[config.mk]
export PLATFORM = sky130hd
export DESIGN_NAME = dual_servo_pulse_train_core
export DESIGN_NICKNAME = d
export VERILOG_FILES = /design/src/dspt_pkg.sv /design/src/dual_servo_pulse_train_core.sv /design/src/dspt_engine.sv
export SDC_FILE = /design/constraint.sdc
export NUM_CORES = 1
export LEC_CHECK = 0
export ABC_AREA = 1
export BUFFER_PORTS_ARGS = -buffer_cell sky130_fd_sc_hd__buf_2
export CORE_UTILIZATION = 35
export DETAILED_ROUTE_END_ITERATION = 16
export GPL_TIMING_DRIVEN = 0
export PLACE_DENSITY_LB_ADDON = 0.3
export RECOVER_POWER = 50
export SLEW_MARGIN = 20
export SYNTH_ARGS = -nofsm -noshare
export SYNTH_HDL_FRONTEND = slang
export SYNTH_HIERARCHICAL = 1
export SYNTH_SLANG_ARGS = --single-unit
[constraint.sdc]
create_clock -name clk -period 3.8 [get_ports clk]
set_input_delay 0.38 -clock clk [delete_from_list [all_inputs] [get_ports clk]]
set_output_delay 0.38 -clock clk [all_outputs]
set_load 0.01 [all_outputs]
[src/dspt_pkg.sv]
`timescale 1ns / 1ps
`default_nettype none
// ----------------------------------------------------------------------------
// Dual servo pulse train package
// Shared types and constants for the two-channel servo pulse-train core.
// ----------------------------------------------------------------------------
package dspt_pkg;

	// Field widths.
	localparam int unsigned HIGH_W   = 16;
	localparam int unsigned COUNT_W  = 8;
	localparam int unsigned PERIOD_W = 16;
	localparam int unsigned GAP_W    = 20;
	localparam int unsigned TICK_W   = 21;

	// Stream widths.
	localparam int unsigned IN_DATA_W  = 48;
	localparam int unsigned OUT_DATA_W = 8;

	// Configuration port.
	localparam int unsigned CFG_IDX_W  = 2;
	localparam int unsigned CFG_DATA_W = 20;

	localparam logic [CFG_IDX_W-1:0] REG_SLOT_PERIOD = 2'd0;
	localparam logic [CFG_IDX_W-1:0] REG_GAP         = 2'd1;

	localparam logic [PERIOD_W-1:0] SLOT_PERIOD_RESET = 16'd20000;
	localparam logic [GAP_W-1:0]    GAP_RESET         = 20'd0;

	typedef enum logic {
		OP_TICK  = 1'b0,
		OP_START = 1'b1
	} op_t;

	typedef struct packed {
		op_t                op;
		logic [HIGH_W-1:0]  high_time_a;
		logic [HIGH_W-1:0]  high_time_b;
		logic [COUNT_W-1:0] pulse_count_a;
		logic [COUNT_W-1:0] pulse_count_b;
	} item_t;

	typedef struct packed {
		logic [PERIOD_W-1:0] slot_period_ticks;
		logic [GAP_W-1:0]    gap_ticks;
	} cfg_t;

	typedef struct packed {
		logic drive_a;
		logic drive_b;
		logic busy_res;
		logic train_done;
	} result_t;

endpackage

`default_nettype wire

[src/dual_servo_pulse_train_core.sv]
`timescale 1ns / 1ps
`default_nettype none
// Path: a word accepted on the input stream passes the input register and then the result register.
// Throughput: one word per cycle while the output is not stalled; the tick engine finishes each word in a single pass.
// Reset: arst_n clears the train state and the stream valids at once; the period
// register returns to 20000 ticks and the gap register to zero.
// ----------------------------------------------------------------------------
// Dual servo pulse train core
// Two-channel servo pulse-train generator driven by one-microsecond tick words.
// ----------------------------------------------------------------------------
module dual_servo_pulse_train_core (
	input  wire logic                                clk,
	input  wire logic                                arst_n,
	// Input stream.
	input  wire logic                                s_axis_tvalid,
	output logic                                     s_axis_tready,
	// tdata from bit 0: high_time_a[15:0], high_time_b[31:16],
	// pulse_count_a[39:32], pulse_count_b[47:40].
	input  wire logic [dspt_pkg::IN_DATA_W-1:0]      s_axis_tdata,
	// tuser: op (0 = tick, 1 = start a new train).
	input  wire logic                                s_axis_tuser,
	// Output stream.
	output logic                                     m_axis_tvalid,
	input  wire logic                                m_axis_tready,
	// tdata from bit 0: drive_a, drive_b, busy_res, then zero fill.
	output logic [dspt_pkg::OUT_DATA_W-1:0]          m_axis_tdata,
	// tlast: train_done, set on the final tick of a train.
	output logic                                     m_axis_tlast,
	// Configuration write channel.
	input  wire logic                                cfg_valid,
	output logic                                     cfg_ready,
	input  wire logic [dspt_pkg::CFG_IDX_W-1:0]      cfg_index,
	input  wire logic [dspt_pkg::CFG_DATA_W-1:0]     cfg_data
);
	import dspt_pkg::*;

	// Input register stage.
	logic  valid_s1;
	item_t item_s1;

	// Result register stage.
	logic    valid_s2;
	result_t res_s2;

	cfg_t    cfg_q;
	result_t res;
	logic    advance;

	// The engine takes the staged word whenever the result register is free or
	// being drained this cycle, so a word can enter on every clock.
	assign advance       = valid_s1 && (!valid_s2 || m_axis_tready);
	assign s_axis_tready = !valid_s1 || advance;
	assign cfg_ready     = 1'b1;

	always_ff @(posedge clk or negedge arst_n) begin
		if (!arst_n) begin
			valid_s1 <= 1'b0;
		end else if (s_axis_tready) begin
			valid_s1 <= s_axis_tvalid;
		end
	end

	// The payload needs no reset; it is qualified by valid_s1.
	always_ff @(posedge clk) begin
		if (s_axis_tready && s_axis_tvalid) begin
			item_s1.op            <= op_t'(s_axis_tuser);
			item_s1.high_time_a   <= s_axis_tdata[15:0];
			item_s1.high_time_b   <= s_axis_tdata[31:16];
			item_s1.pulse_count_a <= s_axis_tdata[39:32];
			item_s1.pulse_count_b <= s_axis_tdata[47:40];
		end
	end

	// Configuration registers. Writes to an unknown index are dropped. The new
	// values feed the engine directly, so they apply from the next tick onward.
	always_ff @(posedge clk or negedge arst_n) begin
		if (!arst_n) begin
			cfg_q.slot_period_ticks <= SLOT_PERIOD_RESET;
			cfg_q.gap_ticks         <= GAP_RESET;
		end else if (cfg_valid && cfg_ready) begin
			unique case (cfg_index)
				REG_SLOT_PERIOD: cfg_q.slot_period_ticks <= cfg_data[PERIOD_W-1:0];
				REG_GAP:         cfg_q.gap_ticks         <= cfg_data[GAP_W-1:0];
				default: ;
			endcase
		end
	end

	dspt_engine u_engine (
		.clk    (clk),
		.arst_n (arst_n),
		.step   (advance),
		.item   (item_s1),
		.cfg    (cfg_q),
		.res    (res)
	);

	// Result register: holds a finished word while the consumer stalls, and
	// is reloaded in the same cycle it is drained.
	always_ff @(posedge clk or negedge arst_n) begin
		if (!arst_n) begin
			valid_s2 <= 1'b0;
		end else if (advance) begin
			valid_s2 <= 1'b1;
		end else if (m_axis_tready) begin
			valid_s2 <= 1'b0;
		end
	end

	always_ff @(posedge clk) begin
		if (advance) begin
			res_s2 <= res;
		end
	end

	assign m_axis_tvalid = valid_s2;
	assign m_axis_tdata  = {(OUT_DATA_W-3)'(0), res_s2.busy_res, res_s2.drive_b, res_s2.drive_a};
	assign m_axis_tlast  = res_s2.train_done;

endmodule

`default_nettype wire

[src/dspt_engine.sv]
`timescale 1ns / 1ps
`default_nettype none
// ----------------------------------------------------------------------------
// Dual servo pulse train engine
// Holds the train state and computes one result per item in a single pass.
// ----------------------------------------------------------------------------
module dspt_engine (
	input  wire logic            clk,
	input  wire logic            arst_n,
	input  wire logic            step,
	input  wire dspt_pkg::item_t item,
	input  wire dspt_pkg::cfg_t  cfg,
	output dspt_pkg::result_t    res
);
	import dspt_pkg::*;

	logic [TICK_W-1:0]  slot_tick_q,  slot_tick_n;
	logic [COUNT_W-1:0] slot_index_q, slot_index_n;
	logic [HIGH_W-1:0]  high_a_q, high_b_q;
	logic [COUNT_W-1:0] count_a_q, count_b_q;
	logic               running_q, running_n;

	logic [COUNT_W-1:0] count_max;
	logic [HIGH_W-1:0]  clamp_a, clamp_b;
	logic [TICK_W-1:0]  slot_len;
	logic [TICK_W-1:0]  last_pos;
	logic [COUNT_W:0]   index_inc;

	always_comb begin
		count_max = (count_a_q > count_b_q) ? count_a_q : count_b_q;
		clamp_a   = (high_a_q > cfg.slot_period_ticks) ? cfg.slot_period_ticks : high_a_q;
		clamp_b   = (high_b_q > cfg.slot_period_ticks) ? cfg.slot_period_ticks : high_b_q;
		slot_len  = TICK_W'(cfg.slot_period_ticks) + TICK_W'(cfg.gap_ticks);
		// A zero-length slot behaves as a one-tick slot.
		last_pos  = (slot_len == '0) ? '0 : slot_len - TICK_W'(1);
		index_inc = {1'b0, slot_index_q} + (COUNT_W+1)'(1);
	end

	always_comb begin
		res          = '0;
		slot_tick_n  = slot_tick_q;
		slot_index_n = slot_index_q;
		running_n    = running_q;
		if (item.op == OP_START) begin
			slot_tick_n  = '0;
			slot_index_n = '0;
			running_n    = (item.pulse_count_a != '0) || (item.pulse_count_b != '0);
			res.busy_res = running_n;
		end else if (running_q) begin
			res.drive_a  = (slot_index_q < count_a_q) && (slot_tick_q < TICK_W'(clamp_a));
			res.drive_b  = (slot_index_q < count_b_q) && (slot_tick_q < TICK_W'(clamp_b));
			res.busy_res = 1'b1;
			if (slot_tick_q >= last_pos) begin
				slot_tick_n = '0;
				if (index_inc >= {1'b0, count_max}) begin
					res.train_done = 1'b1;
					running_n      = 1'b0;
					slot_index_n   = '0;
				end else begin
					slot_index_n = index_inc[COUNT_W-1:0];
				end
			end else begin
				slot_tick_n = slot_tick_q + TICK_W'(1);
			end
		end
	end

	always_ff @(posedge clk or negedge arst_n) begin
		if (!arst_n) begin
			slot_tick_q  <= '0;
			slot_index_q <= '0;
			high_a_q     <= '0;
			high_b_q     <= '0;
			count_a_q    <= '0;
			count_b_q    <= '0;
			running_q    <= 1'b0;
		end else if (step) begin
			slot_tick_q  <= slot_tick_n;
			slot_index_q <= slot_index_n;
			running_q    <= running_n;
			if (item.op == OP_START) begin
				high_a_q  <= item.high_time_a;
				high_b_q  <= item.high_time_b;
				count_a_q <= item.pulse_count_a;
				count_b_q <= item.pulse_count_b;
			end
		end
	end

	// A running train always sits in a slot that at least one channel still owns.
	a_index_in_range: assert property (@(posedge clk) disable iff (!arst_n)
		running_q |-> ((slot_index_q < count_a_q) || (slot_index_q < count_b_q)))
		else $error("slot index beyond both pulse counts");

	// Outputs only toggle while a train is in progress.
	a_drive_busy: assert property (@(posedge clk) disable iff (!arst_n)
		(step && (res.drive_a || res.drive_b || res.train_done)) |-> res.busy_res)
		else $error("drive or done without busy");

	// The final tick of a train returns the engine to idle.
	a_done_idle: assert property (@(posedge clk) disable iff (!arst_n)
		(step && res.train_done) |=> !running_q)
		else $error("still running after train done");

	// Idle ticks produce an all-zero result.
	a_idle_quiet: assert property (@(posedge clk) disable iff (!arst_n)
		(!running_q && item.op == OP_TICK) |-> (res == '0))
		else $error("nonzero result while idle");

endmodule

`default_nettype wire
==> reports/results.ini, run 1 <==
[worst_setup_path]
critical_path.reg2reg.startpoint = cfg_q[0]
startpoint_type = flip-flop
crit_top_cell = nor2_4
worstPathArrival_ps = 4470
crit_buf_inv = 3
rr_worst_depth = 26
cp_top_family = simple AND/OR/NAND/NOR gates
slowest_delay_ps = 550
cp_slowest_cell = fa_2
r2r_slack_ps = -300
worstPathRequired_ps = 4170
r2r-end = u_engine/slot_index_q[3]
path_max_fanout = 6
worst_setup_path_end_kind = flip-flop
path_class = flip-flop to flip-flop

[floorplanning]
fp.coreArea_um2 = 32500
start_util_pct = 35.6
ioPinCount = 88
die_h_um = 184
die-area_um2 = 33800
placementRows = 66
die_w_um = 184

[clock_network]
cts_sinks = 169
root_buffer = clkbuf_16
clkTransAtPathRegs_ps = 70
clock_latency_ps = 430
cts_made_buffers = 17
cts_tree = done
clock_path_buffers = 2
h-tree-depth = 4

[timing]
rsz0062_at_grt = yes
whs_ps = 120
period_minus_slack_ps = 4100
clock.fmax_ghz = 0.244
slew_viol_final = 48
max_slew_margin_pct = -79.7
tightest_slew_ps = 2700
hold_violations = 0
fin_crit_sh_pct = 108
final.setup.tns_ps = -8840
setup_viol = 31
fin_ws_ps = -305
skew_ps = 16.7

[drt]
viasPerCell = 4.96
drt_iter0_drc = 519
wirelength_mm = 30.4
drc = 0
ant_nets = 0
route.vias.total = 10121
wl_per_cell_um = 14.9
dr.pass1.iters = 5

[synth]
syn_area_per_cell_um2 = 8.06
synthXorXnorAreaFrac_pct = 1.89
synth-compound-area-share_pct = 7.80
yosysWarnings = 6
synth_top_family_by_area = simple AND/OR/NAND/NOR gates
synthAdderAreaFrac_pct = 14.4
yosys.area_share.simple_pct = 27.2
synth_mux_area_share_pct = 2.92
syn_inst = 1437
synth_area_um2 = 11600
ys_seq_area_share_pct = 38.8
synth.distinct_cells = 48
ys_ff_latch = 169

[finish]
nFillCells = 3241
multi_input_area_um2 = 7010
n_antenna_cell = 0
fin_nets = 1795
drive_above_1_share_pct = 24.3
final_cell_area_um2 = 14200
final-seq-area_um2 = 4500
syn2layout_area_growth_pct = 22.6
postLayoutCoreUtil_pct = 43.6

[global_routing]
antenna_found_initial = 0
grt_max_degree = 71
track_usage_pct = 18.6
grt_pass1_vias = 9603
grt_pass1_wl_mm = 49.1
grt_overflow = 0

[pwr]
ir_drop_uv = 335
p_leak_nw = 6.83
powerDensity_nw_per_um2 = 546

[worst_hold_path]
hold_path.class = input port to flip-flop
min_to = item_s1[33]
min_path_cells = 1
min_from = s_axis_tdata[1]

[placement]
place_congestion = 0.910
pre_cts_ws_ps = -954
dpl-instance-area_um2 = 12700
port_buffers = 81
dpl.hpwl_mm = 23.3

[status]
violations = capacitance limit, slew limit, setup timing
status = finished with violations

[flow_run]
drv_cap = 1

area by class of cell:
cell class,instances,share of cell area (%)
Tap cell,442,3.89
Inverter,165,4.38
Clock inverter,12,0.740
Sequential cell,169,31.7
Clock buffer,20,3.15
Timing Repair Buffer,124,5.35
Buffer,35,1.40
Multi-Input combinational cell,1074,49.4
cells in the mapped netlist (all sizes together):
cell type / number / area share, %
mux2: 30 / 2.9
clkbuf: 17 / 0.55
nor4: 7 / 0.38
nor2: 135 / 5.0
fa: 1 / 0.17
nand4: 49 / 2.6
and2b: 1 / 0.065
nor3: 16 / 0.78
nor3b: 2 / 0.13
or2: 1 / 0.054
ha: 132 / 14
buf: 18 / 0.96
a211oi: 2 / 0.13
nand3: 95 / 4.3
dfrtp: 111 / 24
o22ai: 2 / 0.11
a31oi: 3 / 0.16
o21ai: 51 / 2.2
nand3b: 5 / 0.32
o211ai: 4 / 0.26
a2111oi: 2 / 0.15
xnor2: 7 / 0.53
a221oi: 1 / 0.076
inv: 165 / 5.3
edfxtp: 53 / 14
and2: 2 / 0.12
nand2: 398 / 13
conb: 2 / 0.065
xor2: 18 / 1.4
o41ai: 1 / 0.076
a21oi: 97 / 4.4
a31o: 1 / 0.076
dfstp: 5 / 1.1
a22o: 1 / 0.076
a21o: 2 / 0.13
how the worst max path moves through the flow:
stage,from,end,depth (start not counted)
5_1_grt,cfg_q[0],u_engine/slot_index_q[0],26
3_3_place_gp,cfg_q[20],u_engine/slot_tick_q[20],25
4_1_cts,cfg_q[0],u_engine/slot_index_q[2],26
6_report,cfg_q[0],u_engine/slot_index_q[3],26
3_5_place_dp,cfg_q[20],u_engine/slot_tick_q[20],25
2_1_floorplan,cfg_q[20],u_engine/slot_tick_q[19],24
flip-flops by register name, indices dropped and copies added (netlist names):
name	count
item_s1	49
cfg_q	36
u_engine/slot_tick_q	21
u_engine/high_a_q	16
u_engine/high_b_q	16
u_engine/count_a_q	8
u_engine/count_b_q	8
u_engine/slot_index_q	8
m_axis_tdata	3
m_axis_tlast	1
m_axis_tvalid	1
u_engine/running_q	1
valid_s1	1
power by group:
group          internal [mW]  switching [mW]  total, mW
sequential              2.19           0.307       2.50
combinational           1.42            2.19       3.61
clock                  0.876           0.768       1.64
layer usage:
metal,GRT usage [%],share of wire [%],up-vias
li1,-,-,5117
met5,0,0,-
met2,31.2,48,211
met3,2.36,3.7,25
met1,24.9,47,4768
met4,5.37,1.8,0
metrics by stage:
stage	std cells	power [mW]
finish	2041	7.75
global route	2041	8.40
CTS	2026	7.52
detailed placement	1966	5.65
global placement	1964	5.55
floorplan	1441	4.78
layout by cell type, fill, tap and decap left out, types with 20 or more instances in the layout:
master | synthesis | final
a21oi_1 | 94 | 85
buf_4 | 6 | 42
mux2_2 | 30 | 30
nand3_1 | 91 | 79
buf_2 | 11 | 83
dfrtp_1 | 111 | 110
inv_1 | 155 | 149
nand4_1 | 49 | 49
nor2_1 | 116 | 96
edfxtp_1 | 53 | 53
nand2_2 | 17 | 48
nand2_1 | 379 | 342
o21ai_0 | 49 | 43
nor2_2 | 13 | 25
ha_1 | 132 | 107
clkbuf_1 | 17 | 20
timing repair:
item | 4_1_cts | 5_1_grt
gates resized for setup | 70 | 109
buffers inserted | 23 | 14
gates cloned | 4 | 1
hold endpoints to repair | 42 | 0
pin swaps | 36 | 39
hold buffers | 1 | 0
setup endpoints to repair | 32 | 33
cell families (layout without fill, tap and decap cells):
kind of cell	count (synthesis)	after routing
AND/OR/NAND/NOR	711	712
buffers and inverters	200	356
flip-flops	169	169
AO/OA/AOI/OAI	167	168
adder cells (fa/ha/maj)	133	133
multiplexers	30	30
XOR/XNOR	25	25
other	2	6
(Power assumes the default switching activity.)
==> inputs of run 2 (changes only) <==
--- a/config.mk
+++ b/config.mk
@@ -7,7 +7,9 @@
 export LEC_CHECK = 0
 export ABC_AREA = 1
 export BUFFER_PORTS_ARGS = -buffer_cell sky130_fd_sc_hd__buf_2
-export CORE_UTILIZATION = 35
+export CELL_PAD_IN_SITES_DETAIL_PLACEMENT = 2
+export CELL_PAD_IN_SITES_GLOBAL_PLACEMENT = 2
+export CORE_UTILIZATION = 33
 export DETAILED_ROUTE_END_ITERATION = 16
 export GPL_TIMING_DRIVEN = 0
 export PLACE_DENSITY_LB_ADDON = 0.3
==> run 2 against run 1 <==
The run still ends with capacitance limit, slew limit, setup timing left. Sequential share of layout area shrank 1.1 points. Via count grew 6.4%. Worst hold slack worse by 41 ps. Global-route usage is 5.6 points higher. Cell count rose by 1.0%. First-iteration DRC count shrank 25%. Non-clock buffer count up 10. Sequential power rose by 2%. Critical path type unchanged. Largest cell class unchanged.
==> reports/results.ini, run 2 (synthesis gave the netlist of run 1 again) <==
[drt]
met2_length_mm = 21.8  ; was 14.5 mm
ant_nets = 0  ; unchanged
drt_iter0_drc = 390  ; was 519
wl_per_cell_um = 20.7  ; was 14.9 um
highest_layer = met4  ; unchanged
drc = 0  ; unchanged
route.vias.total = 10768  ; was 10121
dr.pass1.iters = 5  ; unchanged
wl_met3_um = 931  ; was 1.12 mm
wirelength_mm = 42.7  ; was 30.4 mm
m1WireLength_mm = 18.8  ; was 14.2 mm
viasPerCell = 5.22  ; was 4.96

[floorplanning]
placementRows = 68  ; was 66
die-area_um2 = 35900  ; was 33800 um2
ioPinCount = 88  ; unchanged
fp.coreArea_um2 = 34500  ; was 32500 um2
start_util_pct = 33.5  ; was 35.6%
die_h_um = 189  ; was 184 um
die_w_um = 189  ; was 184 um

[pwr]
p_leak_nw = 7.00  ; was 6.83 nW
ir_drop_uv = 407  ; was 335 uV
powerDensity_nw_per_um2 = 586  ; was 546 nW/um2

[worst_setup_path]
startpoint_type = flip-flop  ; unchanged
worst_setup_path_end_kind = flip-flop  ; unchanged
critical_path.reg2reg.startpoint = cfg_q[20]  ; was cfg_q[0]
rr_worst_depth = 27  ; was 26
r2r_slack_ps = -430  ; was -300 ps
worstPathArrival_ps = 4640  ; was 4470 ps
path_class = flip-flop to flip-flop  ; unchanged
crit_top_cell = nor2_4  ; unchanged
slowest_delay_ps = 570  ; was 550 ps
cp_slowest_cell = fa_2  ; unchanged
worstPathRequired_ps = 4210  ; was 4170 ps
r2r-end = u_engine/slot_index_q[5]  ; was u_engine/slot_index_q[3]
path_max_fanout = 6  ; unchanged

[finish]
postLayoutCoreUtil_pct = 42.6  ; was 43.6%
fin_nets = 1803  ; was 1795
mostFrequentLayoutCell = nand2_1  ; unchanged
layout_common_cells = nand2_1, inv_1, dfrtp_1  ; unchanged
top_regs = item_s1 (49), cfg_q (36), u_engine/slot_tick_q (21)  ; unchanged
drive_above_1_share_pct = 27.8  ; was 24.3%
largest_reg_flops = 49  ; unchanged
final_cells = 2062  ; was 2041
nFillCells = 3904  ; was 3241
regMostFlops = item_s1  ; unchanged
multi_input_area_um2 = 7290  ; was 7010 um2
n_antenna_cell = 0  ; unchanged
final-seq-area_um2 = 4510  ; was 4500 um2
syn2layout_area_growth_pct = 26.9  ; was 22.6%

[timing]
fin_crit_sh_pct = 111  ; was 108%
setup_viol = 35  ; was 31
hold_violations = 0  ; unchanged
max_slew_margin_pct = -81.7  ; was -79.7%
skew_ps = 18.6  ; was 16.7 ps
fin_ws_ps = -433  ; was -305 ps
rsz0062_at_grt = yes  ; unchanged
slew_viol_final = 45  ; was 48
period_minus_slack_ps = 4230  ; was 4100 ps
tightest_slew_ps = 2730  ; was 2700 ps
clock.fmax_ghz = 0.236  ; was 0.244 GHz

[placement]
dpl.hpwl_mm = 31.2  ; was 23.3 mm
place_congestion = 0.833  ; was 0.910
place_inst = 1979  ; was 1966
port_buffers = 81  ; unchanged

[clock_network]
clock_latency_ps = 470  ; was 430 ps
cts_made_buffers = 17  ; unchanged
clock_path_buffers = 2  ; unchanged
root_buffer = clkbuf_16  ; unchanged
clkTransAtPathRegs_ps = 80  ; was 70 ps
cts_tree = done  ; unchanged
h-tree-depth = 4  ; unchanged
cts_sinks = 169  ; unchanged

[global_routing]
grt_pass1_vias = 12236  ; was 9603
antenna_found_initial = 0  ; unchanged
grt_max_degree = 74  ; was 71
track_usage_pct = 24.1  ; was 18.6%
grt_overflow = 0  ; unchanged
grt_pass1_wl_mm = 66.6  ; was 49.1 mm

[status]
violations = capacitance limit, slew limit, setup timing  ; unchanged
status = finished with violations  ; unchanged

[flow_run]
drv_cap = 1  ; unchanged

[worst_hold_path]
min_from = s_axis_tdata[37]  ; was s_axis_tdata[1]
hold_path.class = input port to flip-flop  ; unchanged
min_to = item_s1[13]  ; was item_s1[33]
min_path_cells = 1  ; unchanged

==> run 2: cell count changes in the layout (fill, tap and decap cells not counted), moves of 4 or more <==
cell and delta:
a21oi_2 +12, buf_6 +4, o21ai_0 -5, nand2_4 +4
a21oi_1 -12, buf_4 +4, nand2_1 -8, ha_4 +8
buf_8 +4, nand3_1 -8, nand3_2 +9, ha_2 -6
nor2_1 -5
==> run 2: critical path: cells and delay by family, from the launching register on <==
family          cells  cell delay [ps]
compound gates      1               90
xor+xnor            1              160
fa+ha+maj           4             1170
buf+inv             5              540
flops               1              400
simple gates       16             1800
==> run 2: report_power, final <==
part,total [mW],switching [mW],internal (mW)
clock,1.74,0.866,0.876
sequential,2.55,0.360,2.19
combinational,4.32,2.66,1.67
==> run 2: area by class of cell <==
| class | count | share of cell area (%) |
|---|---|---|
| Inverter | 165 | 4.23 |
| Tap cell | 455 | 3.87 |
| Sequential cell | 169 | 30.6 |
| Multi-Input combinational cell | 1072 | 49.6 |
| Clock buffer | 17 | 2.89 |
| Timing Repair Buffer | 134 | 6.05 |
| Buffer | 35 | 1.64 |
| Clock inverter | 15 | 1.09 |
==> run 2: routing by layer <==
metal | vias up | GRT usage [%]
li1 | 5113 | -
met1 | 5447 | 29.7
met2 | 142 | 42.7
met3 | 66 | 3.41
met4 | 0 | 8.75
met5 | - | 0
==> run 2: worst max-delay path by stage <==
| stage | cells after the start | endpoint | start |
|---|---|---|---|
| after detailed placement | 22 | u_engine/slot_tick_q[20] | cfg_q[20] |
| after global routing | 26 | u_engine/slot_tick_q[20] | cfg_q[20] |
| after global placement | 25 | u_engine/slot_tick_q[20] | cfg_q[20] |
| after CTS | 26 | u_engine/slot_index_q[5] | cfg_q[0] |
| final | 27 | u_engine/slot_index_q[5] | cfg_q[20] |
| after floorplan | 24 | u_engine/slot_tick_q[19] | cfg_q[20] |
==> run 2: repair_timing <==
action,CTS,global route
gates resized for setup,122,141
pin swaps,38,43
setup buffers,37,10
gates cloned,2,2
endpoints found under the hold margin,43,0
hold buffers,1,0
setup endpoints to repair,33,33
==> run 2: stage by stage <==
step	setup WS (ps)	area [um2]	power, mW	setup TNS [ps]	hold WS (ps)
after floorplan	6.24	11700	4.78	0	84.4
after global placement	-1030	12600	5.68	-27080	460
after detailed placement	-1230	12700	5.97	-32290	360
after CTS	-335	14100	8.15	-9360	69.2
after global routing	-674	14700	9.23	-52850	64.8
final	-433	14700	8.62	-12400	78.9
